[src/rtl/nsbc_pkg.sv]
// Shared types and character constants for the NMEA sentence block collector.
package nsbc_pkg;

    // Request types on the input channel.
    localparam logic REQ_RX   = 1'b0;
    localparam logic REQ_READ = 1'b1;

    // Characters of interest.
    localparam logic [7:0] CH_DOLLAR = 8'h24;
    localparam logic [7:0] CH_CR     = 8'h0D;
    localparam logic [7:0] CH_LF     = 8'h0A;

    // Number of stored bytes of a sentence after which the tag is checked.
    localparam int HEADER_LEN = 6;

    // Sentence tags as three stored bytes, oldest byte in the top bits.
    localparam logic [23:0] TAG_RMC = 24'h524D43;
    localparam logic [23:0] TAG_GGA = 24'h474741;
    localparam logic [23:0] TAG_VTG = 24'h565447;

    // Result of one item as it leaves the collector, before the buffer data is known.
    typedef struct packed {
        logic       block_ready;
        logic [8:0] block_length;
        logic       sentence_start;
        logic       seen_rmc;
        logic       seen_gga;
        logic       seen_vtg;
        logic       overflow;
        logic       use_rd;
    } stage_t;

    // Complete result beat.
    typedef struct packed {
        logic       block_ready;
        logic [8:0] block_length;
        logic       sentence_start;
        logic       seen_rmc;
        logic       seen_gga;
        logic       seen_vtg;
        logic       overflow;
        logic [7:0] read_byte;
    } result_t;

endpackage

[src/rtl/nsbc_buffer_ram.sv]
// Block buffer: one write port and one read port with registered read data.
module nsbc_buffer_ram #(
    parameter int DEPTH = 256,
    parameter int AW    = 8
) (
    input  logic          aclk,
    input  logic          wr_en,
    input  logic [AW-1:0] wr_addr,
    input  logic [7:0]    wr_data,
    input  logic          rd_en,
    input  logic [AW-1:0] rd_addr,
    output logic [7:0]    rd_data
);

    logic [7:0] mem [0:DEPTH-1];
    logic [7:0] rd_data_reg;

    // Write port.
    always_ff @(posedge aclk) begin
        if (wr_en) begin
            mem[wr_addr] <= wr_data;
        end
    end

    // Read port, registered read data.
    always_ff @(posedge aclk) begin
        if (rd_en) begin
            rd_data_reg <= mem[rd_addr];
        end
    end

    assign rd_data = rd_data_reg;

endmodule

[src/rtl/nsbc_collector.sv]
// Collection state: byte count, sentence start, recent bytes, seen flags and buffer access.
module nsbc_collector #(
    parameter int DEPTH = 256,
    parameter int AW    = 8
) (
    input  logic                 aclk,
    input  logic                 aresetn,
    input  logic                 in_fire,
    input  logic                 req_type,
    input  logic [7:0]           rx_byte,
    input  logic [7:0]           read_index,
    output logic                 ram_wr_en,
    output logic [AW-1:0]        ram_wr_addr,
    output logic [7:0]           ram_wr_data,
    output logic                 ram_rd_en,
    output logic [AW-1:0]        ram_rd_addr,
    output logic                 s1_valid,
    output nsbc_pkg::stage_t     s1_stage
);
    import nsbc_pkg::*;

    localparam int CW = $clog2(DEPTH + 1);
    localparam int LW = (CW > 9) ? CW : 9;
    localparam int IW = (AW > 8) ? AW : 8;

    logic [CW-1:0] count_reg, count_next;
    logic [CW-1:0] start_reg, start_next;
    logic [23:0]   recent_reg, recent_next;
    logic          rmc_reg, rmc_next;
    logic          gga_reg, gga_next;
    logic          vtg_reg, vtg_next;
    logic          s1_valid_reg;
    stage_t        s1_stage_reg, stage_next;

    logic          is_read, is_eol, is_store, full, all_seen, hit;
    logic [CW-1:0] base_count, base_start, count_store, len_cw;
    logic [23:0]   base_recent;
    logic          base_rmc, base_gga, base_vtg;
    logic [LW-1:0] len_wide;
    logic [IW-1:0] idx_wide;
    logic          in_range;

    assign is_read  = (req_type == REQ_READ);
    assign is_eol   = (rx_byte == CH_CR) || (rx_byte == CH_LF);
    assign is_store = !is_read && !is_eol;
    assign full     = (count_reg >= CW'(DEPTH));
    assign all_seen = rmc_reg && gga_reg && vtg_reg;

    // A full buffer restarts collection before a stored byte is handled.
    assign base_count  = full ? '0 : count_reg;
    assign base_start  = full ? '0 : start_reg;
    assign base_recent = full ? '0 : recent_reg;
    assign base_rmc    = full ? 1'b0 : rmc_reg;
    assign base_gga    = full ? 1'b0 : gga_reg;
    assign base_vtg    = full ? 1'b0 : vtg_reg;
    assign count_store = base_count + CW'(1);

    // Read range check against the buffer depth.
    assign in_range = (11'(read_index) < 11'(DEPTH));
    assign idx_wide = IW'(read_index);

    // Next state and the result of this item.
    always_comb begin
        count_next  = count_reg;
        start_next  = start_reg;
        recent_next = recent_reg;
        rmc_next    = rmc_reg;
        gga_next    = gga_reg;
        vtg_next    = vtg_reg;
        len_cw      = count_reg;
        hit         = 1'b0;
        stage_next  = '0;

        if (is_read) begin
            stage_next.use_rd = in_range;
        end else if (is_eol) begin
            // End of line with every tag seen closes the block.
            if (all_seen) begin
                stage_next.block_ready    = 1'b1;
                stage_next.sentence_start = 1'b1;
                count_next  = '0;
                start_next  = '0;
                recent_next = '0;
                rmc_next    = 1'b0;
                gga_next    = 1'b0;
                vtg_next    = 1'b0;
            end
        end else begin
            stage_next.overflow = full;
            start_next = base_start;
            if (rx_byte == CH_DOLLAR) begin
                stage_next.sentence_start = 1'b1;
                start_next = base_count;
            end
            count_next  = count_store;
            recent_next = {base_recent[15:0], rx_byte};
            hit         = ((count_store - start_next) == CW'(HEADER_LEN));
            rmc_next    = base_rmc || (hit && (recent_next == TAG_RMC));
            gga_next    = base_gga || (hit && (recent_next == TAG_GGA));
            vtg_next    = base_vtg || (hit && (recent_next == TAG_VTG));
            len_cw      = count_store;
        end

        len_wide                = LW'(len_cw);
        stage_next.block_length = len_wide[8:0];
        stage_next.seen_rmc     = rmc_next;
        stage_next.seen_gga     = gga_next;
        stage_next.seen_vtg     = vtg_next;
    end

    // Control state registers.
    always_ff @(posedge aclk) begin
        if (!aresetn) begin
            count_reg    <= '0;
            start_reg    <= '0;
            recent_reg   <= '0;
            rmc_reg      <= 1'b0;
            gga_reg      <= 1'b0;
            vtg_reg      <= 1'b0;
            s1_valid_reg <= 1'b0;
        end else begin
            s1_valid_reg <= in_fire;
            if (in_fire) begin
                count_reg  <= count_next;
                start_reg  <= start_next;
                recent_reg <= recent_next;
                rmc_reg    <= rmc_next;
                gga_reg    <= gga_next;
                vtg_reg    <= vtg_next;
            end
        end
    end

    // Result is registered alongside the buffer read.
    always_ff @(posedge aclk) begin
        if (in_fire) begin
            s1_stage_reg <= stage_next;
        end
    end

    assign ram_wr_en   = in_fire && is_store;
    assign ram_wr_addr = base_count[AW-1:0];
    assign ram_wr_data = rx_byte;
    assign ram_rd_en   = in_fire && is_read && in_range;
    assign ram_rd_addr = idx_wide[AW-1:0];
    assign s1_valid    = s1_valid_reg;
    assign s1_stage    = s1_stage_reg;

`ifndef ASSERT_OFF
    // The count never passes the buffer depth.
    a_count_bound: assert property (@(posedge aclk) disable iff (!aresetn)
        count_reg <= CW'(DEPTH))
        else $error("byte count beyond buffer depth");
    // A completed block leaves all flags and the count cleared.
    a_block_clears: assert property (@(posedge aclk) disable iff (!aresetn)
        (in_fire && is_eol && !is_read && all_seen) |=>
            (count_reg == '0) && !rmc_reg && !gga_reg && !vtg_reg)
        else $error("completed block did not clear collection state");
    // Stored bytes never go beyond the buffer.
    a_write_in_range: assert property (@(posedge aclk) disable iff (!aresetn)
        ram_wr_en |-> (CW'(ram_wr_addr) < CW'(DEPTH)))
        else $error("buffer write beyond depth");
`endif

endmodule

[src/rtl/nsbc_out_queue.sv]
// Three-entry result queue that decouples the result channel from the collector.
module nsbc_out_queue (
    input  logic                aclk,
    input  logic                aresetn,
    input  logic                push,
    input  nsbc_pkg::result_t   push_data,
    input  logic                pop_ready,
    output logic                head_valid,
    output nsbc_pkg::result_t   head_data,
    output logic [1:0]          fill
);
    import nsbc_pkg::*;

    result_t    slot0_reg, slot0_next;
    result_t    slot1_reg, slot1_next;
    result_t    slot2_reg, slot2_next;
    logic [1:0] cnt_reg, cnt_next;
    logic [1:0] wr_pos;
    logic       pop;

    assign pop    = (cnt_reg != 2'd0) && pop_ready;
    assign wr_pos = cnt_reg - {1'b0, pop};

    // Slot zero is always the head; entries shift toward it on a pop, and a push lands
    // in the first free slot after that shift.
    always_comb begin
        slot0_next = slot0_reg;
        slot1_next = slot1_reg;
        slot2_next = slot2_reg;
        if (pop) begin
            slot0_next = slot1_reg;
            slot1_next = slot2_reg;
        end
        if (push) begin
            case (wr_pos)
                2'd0: begin
                    slot0_next = push_data;
                end
                2'd1: begin
                    slot1_next = push_data;
                end
                2'd2: begin
                    slot2_next = push_data;
                end
                default: begin
                end
            endcase
        end
        cnt_next = cnt_reg + {1'b0, push} - {1'b0, pop};
    end

    always_ff @(posedge aclk) begin
        if (!aresetn) begin
            cnt_reg <= 2'd0;
        end else begin
            cnt_reg <= cnt_next;
        end
    end

    always_ff @(posedge aclk) begin
        slot0_reg <= slot0_next;
        slot1_reg <= slot1_next;
        slot2_reg <= slot2_next;
    end

    assign head_valid = (cnt_reg != 2'd0);
    assign head_data  = slot0_reg;
    assign fill       = cnt_reg;

endmodule

[src/rtl/nmea_sentence_block_collector_core.sv]
// Top level of the NMEA sentence block collector: buffer RAM, collector and result queue.
//
//  Channel | Direction | Handshake          | Payload
//  s_      | in        | s_valid / s_ready  | req_type, rx_byte, read_index
//  m_      | out       | m_valid / m_ready  | block_ready, block_length, sentence_start,
//          |           |                    | seen_rmc, seen_gga, seen_vtg, overflow, read_byte
//
// One beat is accepted per cycle while s_ready is high. Its result is registered with the
// buffer read data on acceptance, then enters the result queue and leaves from its head.
// State updates in the cycle of acceptance, so back-to-back bytes need no forwarding.
// Reset is synchronous (aresetn low) and clears count, flags and the pipeline; the buffer
// holds no reset value and needs no clearing pass.
// Input is taken while fewer than three results are in flight and the queue holds three, so
// a stalled result channel lets at most three results wait before s_ready drops.
module nmea_sentence_block_collector_core #(
    parameter int BUFFER_DEPTH = 256
) (
    input  logic       aclk,
    input  logic       aresetn,
    input  logic       s_valid,
    output logic       s_ready,
    input  logic       s_req_type,
    input  logic [7:0] s_rx_byte,
    input  logic [7:0] s_read_index,
    output logic       m_valid,
    input  logic       m_ready,
    output logic       m_block_ready,
    output logic [8:0] m_block_length,
    output logic       m_sentence_start,
    output logic       m_seen_rmc,
    output logic       m_seen_gga,
    output logic       m_seen_vtg,
    output logic       m_overflow,
    output logic [7:0] m_read_byte
);
    import nsbc_pkg::*;

    localparam int AW = $clog2(BUFFER_DEPTH);

    logic          in_fire;
    logic          ram_wr_en, ram_rd_en;
    logic [AW-1:0] ram_wr_addr, ram_rd_addr;
    logic [7:0]    ram_wr_data, ram_rd_data;
    logic          s1_valid;
    stage_t        s1_stage;
    result_t       push_data, head_data;
    logic [1:0]    q_fill;
    logic [2:0]    in_flight;

    // Credit check: in-flight results never exceed what the queue can absorb.
    assign in_flight = 3'(q_fill) + 3'(s1_valid);
    assign s_ready   = (in_flight < 3'd3);
    assign in_fire   = s_valid && s_ready;

    nsbc_collector #(
        .DEPTH (BUFFER_DEPTH),
        .AW    (AW)
    ) u_collector (
        .aclk        (aclk),
        .aresetn     (aresetn),
        .in_fire     (in_fire),
        .req_type    (s_req_type),
        .rx_byte     (s_rx_byte),
        .read_index  (s_read_index),
        .ram_wr_en   (ram_wr_en),
        .ram_wr_addr (ram_wr_addr),
        .ram_wr_data (ram_wr_data),
        .ram_rd_en   (ram_rd_en),
        .ram_rd_addr (ram_rd_addr),
        .s1_valid    (s1_valid),
        .s1_stage    (s1_stage)
    );

    nsbc_buffer_ram #(
        .DEPTH (BUFFER_DEPTH),
        .AW    (AW)
    ) u_buffer_ram (
        .aclk    (aclk),
        .wr_en   (ram_wr_en),
        .wr_addr (ram_wr_addr),
        .wr_data (ram_wr_data),
        .rd_en   (ram_rd_en),
        .rd_addr (ram_rd_addr),
        .rd_data (ram_rd_data)
    );

    // Merge the buffer read data into the result.
    always_comb begin
        push_data.block_ready    = s1_stage.block_ready;
        push_data.block_length   = s1_stage.block_length;
        push_data.sentence_start = s1_stage.sentence_start;
        push_data.seen_rmc       = s1_stage.seen_rmc;
        push_data.seen_gga       = s1_stage.seen_gga;
        push_data.seen_vtg       = s1_stage.seen_vtg;
        push_data.overflow       = s1_stage.overflow;
        push_data.read_byte      = s1_stage.use_rd ? ram_rd_data : 8'h00;
    end

    nsbc_out_queue u_out_queue (
        .aclk       (aclk),
        .aresetn    (aresetn),
        .push       (s1_valid),
        .push_data  (push_data),
        .pop_ready  (m_ready),
        .head_valid (m_valid),
        .head_data  (head_data),
        .fill       (q_fill)
    );

    assign m_block_ready    = head_data.block_ready;
    assign m_block_length   = head_data.block_length;
    assign m_sentence_start = head_data.sentence_start;
    assign m_seen_rmc       = head_data.seen_rmc;
    assign m_seen_gga       = head_data.seen_gga;
    assign m_seen_vtg       = head_data.seen_vtg;
    assign m_overflow       = head_data.overflow;
    assign m_read_byte      = head_data.read_byte;

`ifndef ASSERT_OFF
    // The queue is never pushed while full without a pop in the same cycle.
    a_no_queue_overrun: assert property (@(posedge aclk) disable iff (!aresetn)
        !(s1_valid && (q_fill == 2'd3) && !m_ready))
        else $error("result queue overrun");
    // Every accepted beat enters the read stage on the next edge.
    a_accept_to_stage: assert property (@(posedge aclk) disable iff (!aresetn)
        in_fire |=> s1_valid)
        else $error("accepted beat lost before the read stage");
    // A completed block is always reported as a sentence start with cleared flags.
    a_ready_implies_start: assert property (@(posedge aclk) disable iff (!aresetn)
        (m_valid && m_block_ready) |->
            (m_sentence_start && !m_seen_rmc && !m_seen_gga && !m_seen_vtg))
        else $error("block ready without start or with flags set");
`endif

endmodule
[config.mk]
export PLATFORM = sky130hd
export DESIGN_NAME = nmea_sentence_block_collector_core
export DESIGN_NICKNAME = d
export VERILOG_FILES = /design/src/rtl/nsbc_pkg.sv /design/src/rtl/nsbc_buffer_ram.sv /design/src/rtl/nsbc_collector.sv /design/src/rtl/nsbc_out_queue.sv /design/src/rtl/nmea_sentence_block_collector_core.sv
export SDC_FILE = /design/constraint.sdc
export NUM_CORES = 2
export LEC_CHECK = 0
export BUFFER_PORTS_ARGS = -buffer_cell sky130_fd_sc_hd__buf_2
export CORE_ASPECT_RATIO = 0.75
export CORE_UTILIZATION = 40
export DETAILED_ROUTE_END_ITERATION = 8
export GPL_TIMING_DRIVEN = 0
export SLEW_MARGIN = 20
export SYNTH_ARGS = -nofsm -noshare
export SYNTH_HDL_FRONTEND = slang
export SYNTH_HIERARCHICAL = 1
export SYNTH_SLANG_ARGS = --single-unit
[constraint.sdc]
create_clock -name aclk -period 8.35 [get_ports aclk]
set_input_delay 0.4175 -clock aclk [delete_from_list [all_inputs] [get_ports aclk]]
set_output_delay 0.4175 -clock aclk [all_outputs]
set_load 0.01 [all_outputs]
==> run metrics <==
I/O pin total 46; headroom to the max-slew limit 8.196%; power density over the cells 234.2 nW/um^2; # DRC 0; placeable core region 212100 um^2; number of violations of the max-capacitance limit 0; per-cell via count in the routed design 6.153; Post-synth EDFFs 2095; TritonCTS Buffers 205; number of iterations in the first detailed-routing pass 6; most frequent standard cell in the layout excluding fill and tap cells sky130_fd_sc_hd__edfxtp_1; clock transition at the registers of the reported paths 60 ps; clock root buffer master sky130_fd_sc_hd__clkbuf_16; number of endpoints failing setup at the final stage 0; class of the tightest hold or removal check in2reg; via count 46360; Wirelength per Cell 35.07 um; actual transition at the worst max-transition pin 1367 ps; type of the setup path with the least slack reg2reg; async set or reset register ratio after synthesis 0%; period utilization 81.95%; RSZ-0062 raised after global routing no; antenna violations before repair 21; CTS tree built; dominant synthesized flop cell sky130_fd_sc_hd__edfxtp_1; largest area contributor in the synthesized netlist sky130_fd_sc_hd__edfxtp_1; number of global-route vias before repair 43610; footprint of the multi-input gates 19420 um^2; data required time of the critical path 8810 ps; library cells used by synthesis 77; endpoints failing hold 0; critical-path maximum fanout 19; CP startpoint kind flop; GRT Residual Overflow 0; overall die area 216200 um^2; data arrival at the endpoint of the critical path 7300 ps; Starting DRT DRC Count 7875; number of nets with antenna violations after routing 0; latest clock arrival within the worst-skew pair 860 ps; most area-consuming cells after synthesis sky130_fd_sc_hd__edfxtp_1 73%, sky130_fd_sc_hd__mux4_2 12%, sky130_fd_sc_hd__dfxtp_1 2.0%, sky130_fd_sc_hd__mux2i_1 1.7%, sky130_fd_sc_hd__a22oi_1 1.4%; initial core utilization 40.42%; number of port buffers 37; Most flops, register u_buffer_ram/mem; CTS sink cnt 2181; Fin Setup TNS 0 ps; row cnt 146; dpl ws 1691 ps; top library cells by usage in the layout, fill and taps aside 2095 x sky130_fd_sc_hd__edfxtp_1, 454 x sky130_fd_sc_hd__mux4_2, 297 x sky130_fd_sc_hd__nor2_1; nature of the critical path endpoint flop; worst-case clock skew 46.32 ps; post-synthesis instance total 4259; Worst VDD drop 0.1825 mV; Overall Power 0.02276 W; Synth top area share 73.39%; die extent in y 402.9 um; count of filler cells inserted in the layout 17700; Syn. warnings 6; wire length of the first global-routing pass 358.3 mm; All-Layer GR Usage 24.24%; layer with the highest usage met1; register bit total from synthesis 2181; proportion of layout cells with a drive suffix above 1 23.27%; Pleak 30.40 nW; total nets after synthesis 4292; met3 track utilization from global routing 9.907%; fraction of the yosys area taken by sequential cells 75.40%; number of H-tree levels 4; min setup slack post-route 1507 ps; result of the run completed; number of pins exceeding their max-slew limit in the final report 0; worst hold path cell count 4; dpl hpwl 181.4 mm; routing usage on met1 35.41%; max FFs per register 2048; summed instance area of the synthesized netlist 85720 um^2; largest net degree at the start of global routing 129; time the worst path needs with I/O delays and setup 6843 ps; die span in x 536.5 um; total of cells resized after clock tree synthesis 0; Post-Route Utilization 45.83%; placed cell count 7149; met2 Use GR 32.88%; final WL 264.2 mm; count of placed standard cells in the final layout, fillers left out 7535; cell count of the worst reg-to-reg path 13; Routability Congestion 0.9324; average size of a mapped cell 20.13 um^2; fin nets 4589; CTS Buffer Depth 4; Achievable Freq 146.1 MHz; post-CTS setup repair buffer count 0; Area growth syn-to-layout 13.39%; area taken by flip-flops and latches 64630 um^2
-- area by class of cell --
type                       instances  area share [%]
timing repair buffer              90           1.321
clock inverter                   121           1.152
multi-input combinational       1792           19.98
clock buffer                     248           5.488
antenna                            5         0.01287
tap                             2812           3.620
inverter                          15         0.05793
buffer                           271           1.877
sequential                      2181           66.50
-- synth_stat cells (12+ instances only) --
cell                       number
sky130_fd_sc_hd__a211oi_1      17
sky130_fd_sc_hd__a21oi_1      103
sky130_fd_sc_hd__a221oi_1      13
sky130_fd_sc_hd__a22oi_1      158
sky130_fd_sc_hd__and2_1        21
sky130_fd_sc_hd__buf_1         23
sky130_fd_sc_hd__buf_2         37
sky130_fd_sc_hd__buf_4         44
sky130_fd_sc_hd__buf_6         27
sky130_fd_sc_hd__buf_8         13
sky130_fd_sc_hd__clkbuf_1     119
sky130_fd_sc_hd__dfxtp_1       86
sky130_fd_sc_hd__edfxtp_1    2095
sky130_fd_sc_hd__ha_1          12
sky130_fd_sc_hd__inv_1         13
sky130_fd_sc_hd__mux2_1        34
sky130_fd_sc_hd__mux2_2        52
sky130_fd_sc_hd__mux2_4        18
sky130_fd_sc_hd__mux2i_1      142
sky130_fd_sc_hd__mux4_2       454
sky130_fd_sc_hd__nand2_1       57
sky130_fd_sc_hd__nand2b_1      13
sky130_fd_sc_hd__nand3_1       45
sky130_fd_sc_hd__nand4_1       12
sky130_fd_sc_hd__nor2_1       301
sky130_fd_sc_hd__nor2b_1       71
sky130_fd_sc_hd__nor3_1        31
sky130_fd_sc_hd__nor4_1        25
sky130_fd_sc_hd__o21ai_0       19
sky130_fd_sc_hd__o221ai_1      46
sky130_fd_sc_hd__o22ai_1       31
-- cells by family (layout without fill, tap and decap cells) --
family                     Yosys count  in the layout  share of synthesized area [%]
adders and majority gates           12             12                         0.1752
and+or+nand+nor                    610            610                          3.373
xor gates and xnor gates             9              9                        0.09195
AOI/OAI and AO/OA                  459            459                          3.807
muxes                              702            702                          15.09
other                                0              5                              0
buffers and inverters              286            745                          2.058
DFF                               2181           2181                          75.40
-- path summary, 6_finish.rpt --
| path | from | endpoint | slack, ps |
|---|---|---|---|
| hold reg to reg | u_collector/start_reg[8]$_SDFFE_PN0P_ | u_collector/start_reg[8]$_SDFFE_PN0P_ | 460 |
| setup / recovery | u_out_queue/fill[0]$_SDFF_PN0_ | u_buffer_ram/mem[89][1]$_DFFE_PP_ | 1510 |
| setup reg to reg | u_out_queue/fill[0]$_SDFF_PN0_ | u_buffer_ram/mem[89][1]$_DFFE_PP_ | 1510 |
| hold / removal | m_ready | u_out_queue/fill[1]$_SDFF_PN0_ | 210 |
-- critical path, stage by stage (launching register included) --
cell,delay (ps)
sky130_fd_sc_hd__dfxtp_1,470
sky130_fd_sc_hd__ha_1,200
sky130_fd_sc_hd__ha_1,230
sky130_fd_sc_hd__a21oi_2,150
sky130_fd_sc_hd__and2_1,780
sky130_fd_sc_hd__nand2b_1,330
sky130_fd_sc_hd__nor2_1,580
sky130_fd_sc_hd__clkbuf_1,530
sky130_fd_sc_hd__clkbuf_1,740
sky130_fd_sc_hd__buf_1,380
sky130_fd_sc_hd__nand3_1,610
sky130_fd_sc_hd__clkbuf_2,430
sky130_fd_sc_hd__buf_16,230
sky130_fd_sc_hd__nor2_1,740
-- metal layers --
metal  vias to the layer above  share of wire (%)
met5                         -              0.040
met4                        12                3.2
met3                       455                 15
met2                      2968                 41
met1                     24700                 41
li1                      18230                  -
-- stage by stage --
step | hold WS, ps | area, um^2
floorplan | 415.1 | 85720
global placement | 429.5 | 89420
detailed placement | 447.4 | 90580
CTS | 166.4 | 97130
global route | 224.9 | 97190
finish | 211.1 | 97200
-- power by group --
group / internal (W) / total, W / switching [W]
Sequential: 0.0121 / 0.0121 / 0.0000380
Clock: 0.00516 / 0.00923 / 0.00407
Combinational: 0.000508 / 0.00145 / 0.000938
Total: 0.0177 / 0.0228 / 0.00504
-- what timing repair did --
| action | in CTS | in global routing |
|---|---|---|
| hold buffers | 10 | 0 |
| setup endpoints to repair | 0 | 0 |
| hold endpoints to repair | 11 | 0 |
(Power assumes the default switching activity.)
